--- src/sv/voxel_grid_ray_traversal_macros.svh ---
`ifndef VOXEL_GRID_RAY_TRAVERSAL_MACROS_SVH
`define VOXEL_GRID_RAY_TRAVERSAL_MACROS_SVH

// clocked check, muted while reset is high
`define VGRT_ASSERT(lbl, prop, msg) \
   lbl: assert property (@(posedge clock) disable iff (reset) prop) else $error(msg);

// clocked check, live through reset
`define VGRT_ASSERT_ALWAYS(lbl, prop, msg) \
   lbl: assert property (@(posedge clock) prop) else $error(msg);

`endif

--- src/sv/vgrt_pkg.sv ---
package vgrt_pkg;

   localparam int GRID_SIDE_LOG2 = 4;
   localparam int FRACTION_BITS  = 12;
   localparam int GRID_SIDE      = 1 << GRID_SIDE_LOG2;
   localparam int ADDR_W         = 3 * GRID_SIDE_LOG2;
   localparam int CELL_COUNT     = 1 << ADDR_W;
   localparam int CELL_IN_W      = 4;
   localparam int ORG_W          = 16;
   localparam int DIR_W          = 16;
   localparam int DIST_W         = 20;
   localparam int NORM_W         = 2;
   localparam int DIR_FRAC       = 14;
   localparam int RECIP_BITS     = FRACTION_BITS + 21;
   localparam int QUO_W          = DIR_FRAC + FRACTION_BITS + 1;
   localparam int DEN_W          = DIR_W;
   localparam int REM_W          = DEN_W + 1;
   localparam int DCNT_W         = $clog2(QUO_W);
   localparam int SIDE_W         = RECIP_BITS + 3;
   localparam int F_W            = FRACTION_BITS + 1;
   localparam int PROD_W         = F_W + RECIP_BITS;
   localparam int CELL_W         = (23 - FRACTION_BITS > GRID_SIDE_LOG2 + 2) ?
                                   23 - FRACTION_BITS : GRID_SIDE_LOG2 + 2;

   localparam logic [RECIP_BITS-1:0] RECIP_MAX = '1;
   localparam logic [DIST_W-1:0]     DIST_MAX  = '1;

   localparam logic REQ_WRITE = 1'b0;
   localparam logic REQ_RAY   = 1'b1;

   localparam logic [1:0] AXIS_X = 2'd0;
   localparam logic [1:0] AXIS_Y = 2'd1;
   localparam logic [1:0] AXIS_Z = 2'd2;

   localparam logic signed [NORM_W-1:0] NORM_POS  = 2'sb01;
   localparam logic signed [NORM_W-1:0] NORM_NEG  = 2'sb11;
   localparam logic signed [NORM_W-1:0] NORM_NONE = 2'sb00;

   typedef enum logic [2:0] {
      ST_CLEAR,
      ST_IDLE,
      ST_DIV_START,
      ST_DIV_WAIT,
      ST_MUL,
      ST_STEP,
      ST_TEST,
      ST_RESP
   } state_type;

endpackage

--- src/sv/vgrt_div.sv ---
module vgrt_div (
   input  logic                       clock,
   input  logic                       reset,
   input  logic                       start,
   input  logic [vgrt_pkg::DEN_W-1:0] den,
   output logic                       done,
   output logic [vgrt_pkg::QUO_W-1:0] quotient
);
   import vgrt_pkg::*;

   logic              busy_ff, busy_in;
   logic              done_ff, done_in;
   logic [DCNT_W-1:0] cnt_ff, cnt_in;
   logic [REM_W-1:0]  rem_ff, rem_in;
   logic [QUO_W-1:0]  quo_ff, quo_in;
   logic [DEN_W-1:0]  den_ff, den_in;
   logic [REM_W-1:0]  shifted;
   logic              take;

   always_comb begin
      busy_in = busy_ff;
      done_in = 1'b0;
      cnt_in  = cnt_ff;
      rem_in  = rem_ff;
      quo_in  = quo_ff;
      den_in  = den_ff;
      shifted = {rem_ff[REM_W-2:0], (cnt_ff == '0)};
      take    = shifted >= {1'b0, den_ff};
      if (start) begin
         busy_in = 1'b1;
         cnt_in  = '0;
         rem_in  = '0;
         den_in  = den;
      end else if (busy_ff) begin
         rem_in = take ? (shifted - {1'b0, den_ff}) : shifted;
         quo_in = {quo_ff[QUO_W-2:0], take};
         cnt_in = cnt_ff + 1'b1;
         if (cnt_ff == DCNT_W'(QUO_W - 1)) begin
            busy_in = 1'b0;
            done_in = 1'b1;
         end
      end
   end

   always_ff @(posedge clock) begin
      if (reset) begin
         busy_ff <= 1'b0;
         done_ff <= 1'b0;
      end else begin
         busy_ff <= busy_in;
         done_ff <= done_in;
      end
      cnt_ff <= cnt_in;
      rem_ff <= rem_in;
      quo_ff <= quo_in;
      den_ff <= den_in;
   end

   assign done     = done_ff;
   assign quotient = quo_ff;

endmodule

--- config.mk ---
export PLATFORM = sky130hd
export DESIGN_NAME = vgrt_div
export DESIGN_NICKNAME = d
export VERILOG_FILES = /design/src/sv/voxel_grid_ray_traversal_macros.svh /design/src/sv/vgrt_pkg.sv /design/src/sv/vgrt_div.sv
export SDC_FILE = /design/constraint.sdc
export NUM_CORES = 1
export LEC_CHECK = 0
export ABC_AREA = 1
export ABC_CLOCK_PERIOD_IN_PS = 2650
export BUFFER_PORTS_ARGS = -buffer_cell sky130_fd_sc_hd__buf_2
export CORE_MARGIN = 2
export CORE_UTILIZATION = 40
export CTS_BUF_LIST = sky130_fd_sc_hd__clkbuf_8
export CTS_CLUSTER_DIAMETER = 80
export DETAILED_ROUTE_END_ITERATION = 8
export PLACE_DENSITY = 0.69
export RECOVER_POWER = 50
export SLEW_MARGIN = 20
export SYNTH_ARGS = -nofsm -noshare
export SYNTH_HDL_FRONTEND = slang
export SYNTH_SLANG_ARGS = --single-unit
--- constraint.sdc ---
create_clock -name clock -period 2.65 [get_ports clock]
set_input_delay 0.265 -clock clock [delete_from_list [all_inputs] [get_ports clock]]
set_output_delay 0.265 -clock clock [all_outputs]
set_load 0.05 [all_outputs]
== Yosys cells after proc, flatten, opt, wreduce, memory -nomap -nowiden ==
Cells that the tools add are included.
Word-level totals
  output and inout port bits: 28
  logic and storage cells: 20
  register bits: 66
Cells by class
  bitwise logic cells: 2
  equal/unequal tests: 1
  order comparisons: 1
  reductions and logical operators: 3
  multiplexer cells: 5
  add/sub/neg operators: 2
Operators with widths (number)
  >= comparator 17 x 16 -> 1 bit: 1
  2-to-1 mux 16 bit: 1
  subtractor 16 bit: 1
  adder 5 x 1 -> 5 bit, second input constant: 1
  equality test 5 bit, second input constant: 1
  zero test 5 bit: 1
  2-to-1 mux 1 bit: 4
  OR reduction 3 bit: 1
  NOT 1 bit: 2
  AND reduction 2 bit: 1

== Longest topological paths before layout ==
  depth after elaboration: 4
  mapped depth: 15
  depth with buffers taken out: 15

== Worst setup path before layout ==
OpenSTA, ideal clock, no wires.
  kind: flip-flop to flip-flop
  from: reg busy_ff
  to: reg quo_ff[0] (netlist: quotient[0]), enable pin
  data required time: 2.239 ns
  path buffers: 1
  cell stages (with the launch flop): 4
  slack: 0.508 ns
  setup time: 0.411 ns
  arrival: 1.731 ns
  path through: dfxtp_1 -> inv_1 -> clkbuf_8 -> nor2_1
Between the ends
  cells in the longest elaborated chain, start to end: 1
RTL lines
  from (decl): line vgrt_div.sv:11  | logic busy_ff, busy_in;
  from (signal assigned): line vgrt_div.sv:50  | busy_ff <= busy_in;
  AND reduction 2 bit (no source line)
  to (signal assigned): line vgrt_div.sv:55  | quo_ff <= quo_in;
  to (decl): line vgrt_div.sv:15  | logic [QUO_W-1:0] quo_ff, quo_in;
Every way passes these cells.
A chain may end at the register's enable or synchronous reset.

== Worst setup path after layout ==
  from: reg cnt_ff[1]
  to: reg rem_ff[11]
Between the ends
  cells in the longest elaborated chain, start to end: 3
RTL lines
  from (decl): line vgrt_div.sv:13  | logic [DCNT_W-1:0] cnt_ff, cnt_in;
  from (signal assigned): line vgrt_div.sv:53  | cnt_ff <= cnt_in;
  zero test 5 bit (*): line vgrt_div.sv:27  | shifted = {rem_ff[REM_W-2:0], (cnt_ff == '0)};
  subtractor 16 bit or >= comparator 17 x 16 -> 1 bit (tied branches): line vgrt_div.sv:35, vgrt_div.sv:28
  2-to-1 mux 16 bit (*): line vgrt_div.sv:35  | rem_in = take ? (shifted - {1'b0, den_ff}) : shifted;
  to (signal assigned): line vgrt_div.sv:54  | rem_ff <= rem_in;
  to (decl): line vgrt_div.sv:14  | logic [REM_W-1:0] rem_ff, rem_in;
Every way passes the cells marked *; elsewhere a longest branch is shown, timed or not.

==> flow_summary_export.csv <==
group,metric,value,unit
cts,htreeDepth,3,
floorplan,ios,47,
critical_path,rr_worst_depth,13,
critical_path,reg2reg_slack,300,ps
floorplan,fp.dieW,101,µm
routing,drt-wirelength-per-cell,12.8,µm
run_status,status,"finished clean",
floorplan,die_h,101,µm
sta,finalHoldViolCount,0,
final_layout,multi_input_area,1620,µm²
grt,grt_pass1_vias,2720,
final_layout,regArea,1750,µm²
final_layout,layout_commonest_cell,"nand2_1",
synthesis,synth.distinct_cells,34,
grt,grt_usage,15.6,%
routing,postRouteAntennaNets,0,
floorplan,placeableCoreArea,9200,µm²
synthesis,synth.avg_cell_area,9.04,µm²
critical_path,crit_required,2880,ps
critical_path,critical_path.startpoint,"cnt_ff[1]",
power_and_ir_drop,total_power,2340,µW
critical_path,cp_cell_sequence,"inv_1 > ha_1 > nand3_1 > ha_1 > nand3_1 > nor2_1 > nand3_2 > nor2_4 > nor2_8 > nand2_4 > nand3_1 > nand3_1 > a21oi_1",
routing,dr.pass1.iters,5,
worst_hold_path,worst_hold_path_type,"input pin to register",
critical_path,r2r_end,"rem_ff[11]",
critical_path,critPathCaptureType,"register",
sta,holdWs,80.6,ps
final_layout,fillers,888,
cts,cts_root_buf,"clkbuf_8",
critical_path,startpoint_type,"register",
synthesis,synthCells,416,
synthesis,netlist_area,3760,µm²
synthesis,synth_warnings,0,
cts,postCtsSetupRepairBufs,0,
critical_path,crit_arrival,2580,ps
synthesis,ys_ff_latch,66,
sta,worst_pin_slew,1320,ps
sta,skew,3.87,ps
routing,vias,2831,
cts,hold_buffers,0,
critical_path,path_class,"register to register",
power_and_ir_drop,p_leak,0.00198,µW
critical_path,max_stage_delay,350,ps
cts,cts_buffers,9,
cts,cts_tree,"done",
sta,setup_viol,0,
grt,grt_pass1_wl,12.4,mm
job,maxCapViolations,0,
sta,fin_tns_setup,0,ps
floorplan,rows,35,
final_layout,nNetsFinal,507,
routing,vias_per_cell,4.85,
grt,grt_max_degree,27,
critical_path,r2r-start,"cnt_ff[1]",
cts,cts.path.max_buffers,2,
critical_path,critPathMaxFanout,17,
cts,numClockSinks,66,
placement,dp_hpwl,5.28,mm
grt,overflow,0,
sta,rsz0062_at_grt,"no",
synthesis,syn-num-nets,455,
cts,clock_latency,350,ps
synthesis,synth_area_leader_cell,"edfxtp_1",
placement,place_congestion,0.918,
routing,remaining_drc_errors,0,
cts,cts_resized,0,
critical_path,cp_slowest_cell,"dfxtp_1",
synthesis,yosysSeqAreaShare,46.6,%
grt,antenna_found_initial,0,
power_and_ir_drop,powerDensity,552,nW/µm²
synthesis,synth_top_area_share,34.4,%
placement,io_buffers,46,
critical_path,endpoint,"rem_ff[11]",
critical_path,path_common_cell,"nand3_1",
sta,slew_headroom,12.2,%
sta,slew_violations,0,
routing,routed_wl,7.45,mm
final_layout,n_antenna_cell,0,
synthesis,synthTopCellsByArea,"edfxtp_1 34%, dfxtp_1 12%, nand2_1 9.4%",
floorplan,start_util,40.9,%
final_layout,synthToLayoutAreaGrowth,13.0,%
sta,post-route-period-util,88.9,%
power_and_ir_drop,vdd_drop_max,0.333,mV
sta,fin_crit,2350,ps
final_layout,drive_above_1_share,23.0,%
final_layout,final_cell_mix,"94 x nand2_1, 71 x inv_1, 43 x edfxtp_1",
cts,clk_pin_slew,80,ps
sta,fmax,425,MHz
floorplan,dieArea,10200,µm²
routing,drt-initial-drc-count,179,
-- stage by stage --
stage          cells  instance area [µm²]  worst slack (ps)  util [%]
4_1_cts          584                 4260               311      46.3
6_report         584                 4250               295      46.2
3_3_place_gp     568                 4050               433      44.1
5_1_grt          584                 4250              72.5      46.2
3_5_place_dp     568                 4050               322      44.1
2_1_floorplan    416                 3760               508         -
-- area by class of cell --
type,count,area share (%)
clock inverter,7,1.97
inverter,75,6.63
multi-input combinational,266,38.1
clock buffer,9,2.92
sequential,66,41.2
timing repair buffer,50,5.83
tap,111,3.27
-- per-layer routing --
metal,GRT usage (%),routed length [µm]
met1,18.6,3390
met2,26.3,3580
met4,5.61,95
met5,0,0
met3,5.20,390
-- critical path, delay by kind of cell (launching register included) --
kind,cells,cell delay [ps]
AOI/OAI and AO/OA,1,90
buffers and inverters,1,110
adders and majority gates,2,500
DFF,1,350
and+or+nand+nor,9,1170
-- sequential cells by signal, indices dropped and copies added, names as in the netlist --
register / count
quotient: 27
den_ff: 16
rem_ff: 16
cnt_ff: 5
busy_ff: 1
done: 1
-- cell families after synthesis --
| family | count (synthesis) | synth area share [%] |
|---|---|---|
| flip-flops | 66 | 46.6 |
| AND/OR/NAND/NOR | 208 | 29.4 |
| buffers and inverters | 84 | 10.4 |
| adder cells (fa/ha/maj) | 20 | 6.86 |
| AO/OA/AOI/OAI | 32 | 5.36 |
| XOR/XNOR | 6 | 1.40 |
-- how the worst min path moves through the flow --
stage | startpoint | to | slack, ps | cells after the start
2_1_floorplan | reset | busy_ff | 330 | 1
3_3_place_gp | quotient[4] | quotient[5] | 430 | 0
3_5_place_dp | quotient[6] | quotient[7] | 430 | 0
4_1_cts | den[10] | den_ff[10] | 60 | 1
5_1_grt | den[7] | den_ff[7] | 60 | 1
6_report | den[10] | den_ff[10] | 80 | 1
-- power by group --
group          switching [µW]  internal [µW]
clock                     442            452
sequential               16.8           1140
combinational             212           85.0
total                     671           1670
-- synthesized netlist by cell type, drive strengths merged --
| library cell | count |
|---|---|
| nor2 | 28 |
| buf | 6 |
| and2 | 1 |
| dfxtp | 23 |
| nand3 | 44 |
| o21ai | 4 |
| clkbuf | 3 |
| nor4 | 2 |
| nand2 | 112 |
| or2 | 2 |
| a31oi | 1 |
| nand4 | 4 |
| ha | 19 |
| fa | 1 |
| edfxtp | 43 |
| nand3b | 11 |
| nor3 | 4 |
| xnor2 | 3 |
| inv | 75 |
| xor2 | 3 |
| a21o | 1 |
| a21oi | 26 |
Note: power is estimated with default switching activity, not from simulation.
